$ cat config.mk
export PLATFORM = sky130hd
export DESIGN_NAME = baro_altitude_integrator_unit
export DESIGN_NICKNAME = d
export VERILOG_FILES = /design/src/bai_pkg.sv /design/src/bai_mul.sv /design/src/bai_div.sv /design/src/baro_altitude_integrator_unit.sv
export VERILOG_INCLUDE_DIRS = /design/src /design/src/src
export SDC_FILE = /design/constraint.sdc
export NUM_CORES = 1
export LEC_CHECK = 0
export ABC_AREA = 1
export CELL_PAD_IN_SITES_DETAIL_PLACEMENT = 0
export CELL_PAD_IN_SITES_GLOBAL_PLACEMENT = 1
export CORE_MARGIN = 1
export CORE_UTILIZATION = 42
export CTS_BUF_LIST = sky130_fd_sc_hd__clkbuf_8
export CTS_CLUSTER_DIAMETER = 30
export CTS_CLUSTER_SIZE = 20
export DETAILED_ROUTE_END_ITERATION = 16
export DONT_BUFFER_PORTS = 1
export PLACE_DENSITY_LB_ADDON = 0.1
export SYNTH_ARGS = -nofsm -noshare
export SYNTH_HDL_FRONTEND = slang
export SYNTH_SLANG_ARGS = --single-unit
export TNS_END_PERCENT = 100
$ cat constraint.sdc
create_clock -name clk -period 7.1 [get_ports clk]
set_input_delay 0.71 -clock clk [delete_from_list [all_inputs] [get_ports clk]]
set_output_delay 0.71 -clock clk [all_outputs]
set_load 0.005 [all_outputs]
$ cat src/assert_macros.svh
// Assertion macros shared by the altitude integrator RTL.
// Each macro expects clk and rst to be visible at the point of use.
`ifndef ASSERT_MACROS_SVH
`define ASSERT_MACROS_SVH

// Fail when cond is ever true outside reset.
`define BAI_ASSERT_NEVER(label, cond) \
  label: assert property (@(posedge clk) disable iff (rst) !(cond)) \
    else $error("assertion failed: condition must never hold");

// Fail when a holds and b does not hold in the same cycle.
`define BAI_ASSERT_IMPLY(label, a, b) \
  label: assert property (@(posedge clk) disable iff (rst) (a) |-> (b)) \
    else $error("assertion failed: same-cycle implication");

// Fail when a holds and b does not hold in the next cycle.
`define BAI_ASSERT_IMPLY_NEXT(label, a, b) \
  label: assert property (@(posedge clk) disable iff (rst) (a) |=> (b)) \
    else $error("assertion failed: next-cycle implication");

`endif

$ cat src/bai_pkg.sv
// Shared types and fixed constants of the barometric altitude integrator.
// No dependencies; imported by every module of the block.
package bai_pkg;

  localparam int TEMP_W   = 14;  // raw temperature, degC * 20
  localparam int START_W  = 16;  // start altitude in metres
  localparam int ALT_W    = 32;  // running altitude in mm
  localparam int TSUM_W   = 15;  // temperature plus kelvin offset
  localparam int K_W      = 26;  // signed scale term (tsum * 1463)
  localparam int K_MAG_W  = 25;  // magnitude of the scale term
  localparam int START_MM_W = 27;

  localparam logic signed [TSUM_W-1:0] KELVIN_OFFSET_X20 = 15'sd5463;
  localparam logic signed [11:0]       MM_SCALE_FACTOR   = 12'sd1463;
  localparam logic signed [10:0]       MM_PER_METRE      = 11'sd1000;

  // Handshake status of a serial arithmetic unit.
  typedef struct packed {
    logic busy;
    logic done;
  } bai_unit_sts_t;

endpackage

$ cat src/bai_mul.sv
// Bit-serial shift-and-add multiplier for the scale term times pressure delta.
// Depends on bai_pkg. One multiplier bit per cycle, over all PRESSURE_WIDTH multiplier bits.
module bai_mul #(
  parameter int PRESSURE_WIDTH = 19
) (
  input  logic                                              clk,
  input  logic                                              rst,
  input  logic                                              start,
  input  logic [bai_pkg::K_MAG_W-1:0]                       a_mag,
  input  logic [PRESSURE_WIDTH-1:0]                         b_mag,
  output bai_pkg::bai_unit_sts_t                            sts,
  output logic [bai_pkg::K_MAG_W+PRESSURE_WIDTH-1:0]        product
);
  import bai_pkg::*;

  localparam int CNT_W = $clog2(PRESSURE_WIDTH + 1);

  logic [K_MAG_W-1:0]        mcand;
  logic [K_MAG_W-1:0]        hi;
  logic [PRESSURE_WIDTH-1:0] lo;
  logic [CNT_W-1:0]          cnt;
  logic                      busy;
  logic                      done;
  logic [K_MAG_W:0]          sum;

  // Add the multiplicand when the current multiplier bit is set.
  assign sum = {1'b0, hi} + (lo[0] ? {1'b0, mcand} : '0);

  always_ff @(posedge clk) begin
    if (rst) begin
      busy <= 1'b0;
      done <= 1'b0;
      cnt  <= '0;
    end else begin
      done <= 1'b0;
      if (start) begin
        busy <= 1'b1;
        cnt  <= CNT_W'(PRESSURE_WIDTH);
      end else if (busy) begin
        cnt <= cnt - 1'b1;
        if (cnt == CNT_W'(1)) begin
          busy <= 1'b0;
          done <= 1'b1;
        end
      end
    end
  end

  always_ff @(posedge clk) begin
    if (start) begin
      mcand <= a_mag;
      hi    <= '0;
      lo    <= b_mag;
    end else if (busy) begin
      // Shift the partial product right one bit.
      hi <= sum[K_MAG_W:1];
      lo <= {sum[0], lo[PRESSURE_WIDTH-1:1]};
    end
  end

  assign sts.busy = busy;
  assign sts.done = done;
  assign product  = {hi, lo};

endmodule

$ cat src/bai_div.sv
// Radix-2 restoring divider for the product magnitude over the reference.
// Depends on bai_pkg. One quotient bit per cycle over the full dividend width.
module bai_div #(
  parameter int PRESSURE_WIDTH = 19
) (
  input  logic                                        clk,
  input  logic                                        rst,
  input  logic                                        start,
  input  logic [bai_pkg::K_MAG_W+PRESSURE_WIDTH-1:0]  dividend,
  input  logic [PRESSURE_WIDTH-1:0]                   divisor,
  output bai_pkg::bai_unit_sts_t                      sts,
  output logic [bai_pkg::ALT_W-1:0]                   quotient
);
  import bai_pkg::*;

  localparam int PROD_W = K_MAG_W + PRESSURE_WIDTH;
  localparam int CNT_W  = $clog2(PROD_W + 1);

  logic [PRESSURE_WIDTH-1:0] rem;
  logic [PRESSURE_WIDTH-1:0] dsr;
  logic [PROD_W-1:0]         qd;
  logic [CNT_W-1:0]          cnt;
  logic                      busy;
  logic                      done;
  logic [PRESSURE_WIDTH:0]   trial;
  logic [PRESSURE_WIDTH:0]   trial_sub;
  logic                      fits;

  // Bring down the next dividend bit and try the subtraction.
  assign trial     = {rem, qd[PROD_W-1]};
  assign trial_sub = trial - {1'b0, dsr};
  assign fits      = (trial >= {1'b0, dsr});

  always_ff @(posedge clk) begin
    if (rst) begin
      busy <= 1'b0;
      done <= 1'b0;
      cnt  <= '0;
    end else begin
      done <= 1'b0;
      if (start) begin
        busy <= 1'b1;
        cnt  <= CNT_W'(PROD_W);
      end else if (busy) begin
        cnt <= cnt - 1'b1;
        if (cnt == CNT_W'(1)) begin
          busy <= 1'b0;
          done <= 1'b1;
        end
      end
    end
  end

  always_ff @(posedge clk) begin
    if (start) begin
      rem <= '0;
      dsr <= divisor;
      qd  <= dividend;
    end else if (busy) begin
      rem <= fits ? trial_sub[PRESSURE_WIDTH-1:0] : trial[PRESSURE_WIDTH-1:0];
      qd  <= {qd[PROD_W-2:0], fits};
    end
  end

  assign sts.busy = busy;
  assign sts.done = done;
  // Only the low word is kept; the altitude wraps at 32 bits.
  assign quotient = qd[ALT_W-1:0];

endmodule

$ cat src/baro_altitude_integrator_unit.sv
// Barometric differential altitude integrator, top level (uses bai_pkg, bai_mul,
// bai_div and assert_macros.svh). Each input beat carries one barometer sample
// (pressure in Pa*4, temperature in degC*20). The block keeps the previous
// pressure as a reference and, when that reference is nonzero, adds
// ((temperature + 5463) * 1463 * (reference - pressure)) / reference to a
// 32-bit wrapping altitude in millimetres, truncating toward zero; the sample
// pressure then becomes the new reference. Every sample yields exactly one
// output beat with the updated altitude and a flag telling whether an
// increment was added. A sample with a reference passes first through the
// bit-serial multiplier, then through the radix-2 divider, and then waits
// for the output register; a sample without a reference skips both units and
// waits for the output register directly. Only one sample is in flight; the
// output register lets the next sample start while a result waits downstream.
// Writing cfg_data (start altitude in metres) loads the altitude with
// cfg_data * 1000 and drops the reference; cfg_ready is high only when the
// block is idle, and a waiting write holds the sample input off so the
// write always lands before the next sample.
`include "assert_macros.svh"

module baro_altitude_integrator_unit #(
  parameter int PRESSURE_WIDTH = 19
) (
  input  logic                                clk,
  input  logic                                rst,
  // sample input channel
  input  logic                                in_valid,
  output logic                                in_stall,
  input  logic [PRESSURE_WIDTH-1:0]           pressure_raw,
  input  logic signed [bai_pkg::TEMP_W-1:0]   temperature_raw,
  // result output channel
  output logic                                out_valid,
  input  logic                                out_stall,
  output logic signed [bai_pkg::ALT_W-1:0]    altitude_mm,
  output logic                                had_reference,
  // start altitude register write
  input  logic                                cfg_valid,
  output logic                                cfg_ready,
  input  logic signed [bai_pkg::START_W-1:0]  cfg_data
);
  import bai_pkg::*;

  localparam int PROD_W = K_MAG_W + PRESSURE_WIDTH;

  typedef enum logic [3:0] {
    ST_IDLE = 4'b0001,
    ST_MUL  = 4'b0010,
    ST_DIV  = 4'b0100,
    ST_DONE = 4'b1000
  } state_t;

  state_t state;
  state_t state_next;

  // Architectural state.
  logic [PRESSURE_WIDTH-1:0]  ref_p;
  logic [ALT_W-1:0]           acc;
  logic [ALT_W-1:0]           acc_next;

  // Per-sample working registers.
  logic [PRESSURE_WIDTH-1:0]  divisor;
  logic                       q_neg;
  logic                       had;
  logic [ALT_W-1:0]           inc;

  // Handshake strobes.
  logic in_accept;
  logic cfg_wr;
  logic out_load;
  logic mul_start;

  // Operand preparation.
  logic signed [TSUM_W-1:0]         tsum;
  logic signed [K_W-1:0]            k_full;
  logic                             k_neg;
  logic [K_W-1:0]                   k_abs;
  logic signed [PRESSURE_WIDTH:0]   diff;
  logic                             d_neg;
  logic [PRESSURE_WIDTH:0]          d_abs;
  logic signed [START_MM_W-1:0]     start_mm;

  // Unit connections.
  bai_unit_sts_t               mul_sts;
  bai_unit_sts_t               div_sts;
  logic [PROD_W-1:0]           product;
  logic [ALT_W-1:0]            q_low;

  // Hold the sample input off while a register write waits.
  assign in_stall  = (state != ST_IDLE) || cfg_valid;
  assign cfg_ready = (state == ST_IDLE);
  assign in_accept = in_valid && !in_stall;
  assign cfg_wr    = cfg_valid && cfg_ready;
  assign mul_start = in_accept && (ref_p != '0);
  assign out_load  = (state == ST_DONE) && (!out_valid || !out_stall);

  // Scale term: (temperature + kelvin offset) * 1463, split into sign and magnitude.
  assign tsum   = TSUM_W'(temperature_raw) + KELVIN_OFFSET_X20;
  assign k_full = tsum * MM_SCALE_FACTOR;
  assign k_neg  = k_full[K_W-1];
  assign k_abs  = k_neg ? K_W'(-k_full) : K_W'(k_full);

  // Pressure drop since the reference; its magnitude fits PRESSURE_WIDTH bits.
  assign diff  = $signed({1'b0, ref_p}) - $signed({1'b0, pressure_raw});
  assign d_neg = diff[PRESSURE_WIDTH];
  assign d_abs = d_neg ? (PRESSURE_WIDTH + 1)'(-diff) : (PRESSURE_WIDTH + 1)'(diff);

  assign start_mm = cfg_data * MM_PER_METRE;

  assign acc_next = had ? (acc + inc) : acc;

  bai_mul #(
    .PRESSURE_WIDTH(PRESSURE_WIDTH)
  ) u_mul (
    .clk     (clk),
    .rst     (rst),
    .start   (mul_start),
    .a_mag   (k_abs[K_MAG_W-1:0]),
    .b_mag   (d_abs[PRESSURE_WIDTH-1:0]),
    .sts     (mul_sts),
    .product (product)
  );

  bai_div #(
    .PRESSURE_WIDTH(PRESSURE_WIDTH)
  ) u_div (
    .clk      (clk),
    .rst      (rst),
    .start    (mul_sts.done),
    .dividend (product),
    .divisor  (divisor),
    .sts      (div_sts),
    .quotient (q_low)
  );

  // Sequencer: multiply, divide (both skipped without a reference), then hold until the output register is free.
  always_comb begin
    state_next = state;
    case (state)
      ST_IDLE: begin
        if (in_accept) begin
          state_next = (ref_p != '0) ? ST_MUL : ST_DONE;
        end
      end
      ST_MUL: begin
        if (mul_sts.done) begin
          state_next = ST_DIV;
        end
      end
      ST_DIV: begin
        if (div_sts.done) begin
          state_next = ST_DONE;
        end
      end
      ST_DONE: begin
        if (out_load) begin
          state_next = ST_IDLE;
        end
      end
      default: begin
        state_next = ST_IDLE;
      end
    endcase
  end

  always_ff @(posedge clk) begin
    if (rst) begin
      state     <= ST_IDLE;
      ref_p     <= '0;
      acc       <= '0;
      out_valid <= 1'b0;
    end else begin
      state <= state_next;
      // Load the start altitude and drop the reference.
      if (cfg_wr) begin
        acc   <= ALT_W'(start_mm);
        ref_p <= '0;
      end
      // The sample pressure becomes the reference for the next beat.
      if (in_accept) begin
        ref_p <= pressure_raw;
      end
      if (out_load) begin
        acc       <= acc_next;
        out_valid <= 1'b1;
      end else if (!out_stall) begin
        out_valid <= 1'b0;
      end
    end
  end

  always_ff @(posedge clk) begin
    if (in_accept) begin
      divisor <= ref_p;
      had     <= (ref_p != '0);
      q_neg   <= k_neg ^ d_neg;
    end
    // Restore the sign of the truncated quotient.
    if (div_sts.done) begin
      inc <= q_neg ? (~q_low + 1'b1) : q_low;
    end
    if (out_load) begin
      altitude_mm   <= acc_next;
      had_reference <= had;
    end
  end

  `BAI_ASSERT_NEVER(a_units_overlap, mul_sts.busy && div_sts.busy)
  `BAI_ASSERT_IMPLY(a_busy_stalls, mul_sts.busy || div_sts.busy, in_stall)
  `BAI_ASSERT_IMPLY(a_divisor_nonzero, state == ST_DIV, divisor != '0)
  `BAI_ASSERT_IMPLY_NEXT(a_no_ref_skips, in_accept && ref_p == '0, state == ST_DONE && !had)

endmodule
# --- After elaboration in Yosys (flattened, before gate mapping) ---
# Cells that the tools add are included.
word_totals:
  register_bits: 308
  input_bits: 54
  out_inout_bits: 36
classes:
  add_sub_neg: 10
  mul: 2
  magnitude_cmp: 1
  n_eq_ne: 12
  mux: 34
  n_bitwise: 4
  reduce_logical: 19
op_table:
  columns: ["cell", "count"]
  rows:
  - ["$mux W32", 4]
  - ["$mux W19", 6]
  - ["$mux W44", 2]
  - ["$mux W25", 2]
  - ["$add A32 B1 Y32 const B", 1]
  - ["$add A32 B32 Y32", 1]
  - ["$not A32 Y32", 1]
  - ["$add A25 B26 Y26", 1]
  - ["$mul A15 B12 Y26 const B", 1]
  - ["$neg A25 Y25", 1]
  - ["$mul A16 B8 Y24 const B", 1]
  - ["$ge A20 B19 Y1", 1]
  - ["$mux W4", 5]
  - ["$sub A19 B19 Y20", 1]
  - ["$neg A19 Y19", 1]
  - ["$reduce_bool A19 Y1", 1]
  - ["$sub A19 B19 Y19", 1]
  - ["$pmux W4 S4", 1]
  - ["$add A14 B14 Y15 const B", 1]
  - ["$mux W6", 2]
  - ["$mux W1", 10]
  - ["$mux W5", 2]
  - ["$ne A2 B1 Y1 const B", 4]
  - ["$reduce_bool A2 Y1", 4]
  - ["other kinds (18)", 27]

# --- Longest topological paths before layout ---
depth:
  ltp_word: 6
  depth_mapped: 39
  depth_no_buf: 39

# --- Hierarchy ---
# From an unflattened synthesis, not the netlist that was laid out.
unflattened:
  cells_unflattened: 3789
  hier_area_um2: 28043.1
by_module_without_submodules:
  columns: ["mod", "n_inst", "cells_per_inst", "area_each_um2"]
  rows:
  - ["baro_altitude_integrator_unit", 1, 2407, 17842.1]
  - ["bai_div", 1, 685, 5366.4]
  - ["bai_mul", 1, 697, 4834.6]

# --- Least setup slack after synthesis ---
# OpenSTA, ideal clock, no wires.
synth_path:
  path_kind: "input to register"
  start: "input port temperature_raw[0] (netlist bit)"
  end: "register u_mul.mcand[24], data pin"
  setup_time_ns: 0.252
  arrival_ns: 6.232
  t_required_ns: 6.848
  setup_slack_ns: 0.616
  cell_stages: 34
  path_cell_list: "inv_1 nand2_1 o21ai_1 nand2_1 nand2_1 nand2_1 nand2_1 nand2_1 nand2_1 nand2_1 nand2_1 nand2_1 xnor2_1 inv_1 ha_1 fa_1 fa_1 fa_1 inv_1 fa_1 inv_1 ha_1 nand2_1 nor2_1 inv_1 nor2_1 nand4_1 nand3_1 xor2_1 nor2_1 nand4_1 nand2_1 nand2_1 nand2_1"
synth_between:
  elab_chain_cells: 4
synth_rtl:
  columns: ["element", "line_no", "source"]
  rows:
  - ["from (decl)", "baro_altitude_integrator_unit.sv:29", "input logic signed [bai_pkg::TEMP_W-1:0] temperature_raw,"]
  - ["$add A14 B14 Y15 (*)", "baro_altitude_integrator_unit.sv:96", "assign tsum = TSUM_W'(temperature_raw) + KELVIN_OFFSET_X20;"]
  - ["$mul A15 B12 Y26 (*)", "baro_altitude_integrator_unit.sv:97", "assign k_full = tsum * MM_SCALE_FACTOR;"]
  - ["$neg A25 Y25", "baro_altitude_integrator_unit.sv:99", "assign k_abs = k_neg ? K_W'(-k_full) : K_W'(k_full);"]
  - ["$mux W25 (*)", "baro_altitude_integrator_unit.sv:99", null]
  - ["net k_abs[24]", "baro_altitude_integrator_unit.sv:75", "logic [K_W-1:0] k_abs;"]
  - ["to (signal assigned)", "bai_mul.sv:51", "mcand <= a_mag;"]
  - ["to (decl)", "bai_mul.sv:18", "logic [K_MAG_W-1:0] mcand;"]
# Mark *: on every way through the listed nets, which the timed path passes. The rest lies on a longest branch.
# A chain may end at the register's enable or synchronous reset.

# --- Final worst setup path ---
layout_path:
  start: "input port temperature_raw[0] (netlist bit)"
  end: "register u_mul.mcand[7], data pin"
# Same word-level chain as after synthesis.

==> flow_metrics.tcl <==
set metrics [dict create \
    fin_crit_ns 6.26 \
    finalNetCount 3895 \
    tightest_slew_ns 1.10 \
    synth_cell_type_count 55 \
    p_sw_mw 7.57 \
    ys_seq_area_share_pct 30.4 \
    cts_made_buffers 81 \
    setup_tns_ns 0 \
    hpwlAfterDp_mm 59.8 \
    cts_tree "yes" \
    hold_path_class "in2reg" \
    dieArea_um2 64400 \
    worstSetupStartpointType "input pin" \
    max_freq_mhz 160 \
    via_count 22300 \
    leakagePower_nw 14.0 \
    ioPinCount 90 \
    grtUsageTotal_pct 23.9 \
    min_to "out_valid" \
    intPower_mw 7.55 \
    start_util_pct 42.8 \
    ys.flop_type "edfxtp_1" \
    overflow 0 \
    rsz0062_at_grt "no" \
    maxSlewHeadroom_pct 25.9 \
    fin_skew_ns 0.0497 \
    rows 91 \
    ir_worst_vdd_v 0.000427 \
    drive_gt1_share_pct 6.96 \
    timing.rr.end "u_mul.hi[14]" \
    cts_sinks 308 \
    async_reset_ff_share_pct 0 \
    status "complete, no violations" \
    yosysTopAreaCell "edfxtp_1" \
    coreArea_um2 62200 \
    drt_iter0_drc 1340 \
    r2r_slack_ns 3.60 \
    fp.dieH_um 254 \
    synth-edff-count 193 \
    synth_warnings 0 \
    wl_per_cell_um 17.1 \
    swShare_pct 50.1 \
    cp_max_fo 12 \
    grt_pass1_wl_mm 120 \
    place_congestion 0.917 \
    dp_slack_ns 0.202 \
    postCtsHoldBufs 0 \
    post_cts_buffers 0 \
    min-delay-start "rst" \
    clock_latency_ns 0.69 \
    die_w_um 254 \
    synth.avg_cell_area_um2 7.74 \
    min_period_over_period_pct 88.1 \
    htreeDepth 3 \
    power_frac_comb_pct 64.2 \
    clk_pin_slew_ns 0.05 \
    clock_power_share_pct 17.6 \
    drt-total-wl_mm 74.9 \
    r2r_cells 12 \
    drv_cap 0 \
    area_growth_pct 10.5 \
    cp_slowest_cell "fa_1" \
    setup_ws_ns 0.844 \
    synth_area_um2 26600 \
    report.final.slew_viol_count 0 \
    hold_path_depth 1 \
    critPathKind "in2reg" \
    via_per_inst 5.09 \
    hold_viol_final 0 \
    first_pass_iters 5 \
    cts_root_buffer "clkbuf_8" \
    drt.antenna.violating_nets 0 \
    critPathMostFrequentCell "nand2_1" \
    final-setup-viol-count 0 \
    grt_pass1_vias 22700 \
    end_kind "register" \
    clockBufferDepth 3 \
    synthCells 3439 \
    synth_seq_cells 308 \
    nFillCells 6297 \
    cts-resized-gates 0 \
    slowest_delay_ns 0.58 \
    port_buffers 0 \
    arrival_ns 6.64 \
    synthTopCellsByArea "edfxtp_1 (22%), nand2_1 (12%), ha_1 (11%)" \
    syn_nets 3869 \
    yosysTopAreaCellShare_pct 21.8 \
    grt_max_degree 69 \
    drc 0 \
    antenna_found_initial 1 \
    seqPwrFrac_pct 18.2 \
    required_ns 7.49 \
    reg2reg_from "state[1]" \
    power.density_nw_per_um2 514 \
]
metal layers:
| metal | GRT usage (%) | up-vias | routed length (um) |
|---|---|---|---|
| met4 | 6.97 | 0 | 1850 |
| met3 | 3.87 | 93 | 3030 |
| li1 | - | 11200 | - |
| met5 | 0 | - | 0 |
| met2 | 39.5 | 403 | 34200 |
| met1 | 32.1 | 10500 | 35800 |
flip-flops by register name (all words and copies together) (netlist names), 19 cells and up:
name	count
u_div.qd	44
u_mul.mcand	25
acc	32
inc	32
ref_p	19
u_mul.lo	19
u_div.dsr	19
altitude_mm	32
divisor	19
u_div.rem	19
u_mul.hi	25
cells in the final DEF (no fill, tap or decap), drive strengths merged, types with 2 or more instances in the layout:
cell        n
a31oi      17
nand4      46
edfxtp    193
o21bai     11
and3        2
a21o       11
a21oi     211
ha        234
clkinv     24
nand3     213
bufinv     13
o31ai       9
buf        16
clkbuf     84
xor2       99
nand3b     17
nor3       38
a21boi      7
nor4       15
xnor2      42
a31o        2
diode       3
nand2     858
fa        142
dfxtp     115
inv       604
a211oi      4
o21ai     170
or2        24
a221oi      3
o21a       15
o211ai     15
and2       13
clkinvlp    9
nor2      253
cell usage after synthesis, drive strengths merged, types with 17 or more instances:
cell      n
a21oi   211
a31oi    17
buf      18
clkbuf   55
dfxtp   115
edfxtp  193
fa      142
ha      234
inv     582
nand2   858
nand3   213
nand3b   17
nand4    46
nor2    253
nor3     38
o21ai   170
or2      24
xnor2    42
xor2     99
layout make-up:
cell class                      instances  area (um^2)  area share (%)
Antenna cell                            3         7.51          0.0255
Clock buffer                           84         1160            3.93
Clock inverter                         67          772            2.62
Inverter                              583         2190            7.44
Multi-Input combinational cell       2475        16000            54.5
Sequential cell                       308         8100            27.5
Tap cell                              837         1050            3.56
Timing Repair Buffer                   16          120           0.408
worst max-delay path, delay by kind of cell:
family | cells | cell delay (ns)
XOR/XNOR | 2 | 0.50
AND/OR/NAND/NOR | 16 | 1.74
buffers and inverters | 5 | 0.31
AO/OA/AOI/OAI | 2 | 0.34
adder cells (fa/ha/maj) | 7 | 3.04
per-stage QoR:
stage / power, mW / hold slack (ns) / cell area, um^2 / utilization (%) / std cells
finish: 15.1 / 0.134 / 29400 / 47.3 / 4373
global route: 16.8 / 0.0701 / 29400 / 47.3 / 4373
CTS: 15.3 / 0.0739 / 29400 / 47.3 / 4370
detailed placement: 12.5 / 0.405 / 27500 / 44.2 / 4219
global placement: 12.4 / 0.405 / 27500 / 44.2 / 4219
floorplan: 10.2 / 0.400 / 26600 / - / 3439
power groups by stage:
stage / logic (mW) / clock network [mW] / registers, mW
6_report: 9.70 / 2.66 / 2.75
5_1_grt: 11.2 / 2.83 / 2.78
4_1_cts: 9.80 / 2.73 / 2.75
3_5_place_dp: 9.76 / 0 / 2.78
3_3_place_gp: 9.66 / 0 / 2.78
2_1_floorplan: 7.53 / 0 / 2.67
worst max-delay path by stage:
stage                       start         endpoint  depth (start not counted)
2_1_floorplan  temperature_raw[0]  u_mul.mcand[24]                         34
3_3_place_gp   temperature_raw[0]  u_mul.mcand[14]                         33
3_5_place_dp   temperature_raw[0]   u_mul.mcand[2]                         32
4_1_cts        temperature_raw[0]   u_mul.mcand[7]                         32
5_1_grt        temperature_raw[0]   u_mul.mcand[7]                         32
6_report       temperature_raw[0]   u_mul.mcand[7]                         32
cell families (layout without fill, tap and decap cells):
family                     Yosys count  in the layout  share of synthesized area (%)
and+or+nand+nor                   1480           1480                           23.8
buffers and inverters              656            750                           9.41
AOI/OAI and AO/OA                  478            478                           10.0
adders and majority gates          376            376                           21.7
DFF                                308            308                           30.4
xor gates and xnor gates           141            141                           4.72
other                                0              3                              0
Note: power is estimated with default switching activity, not from simulation.
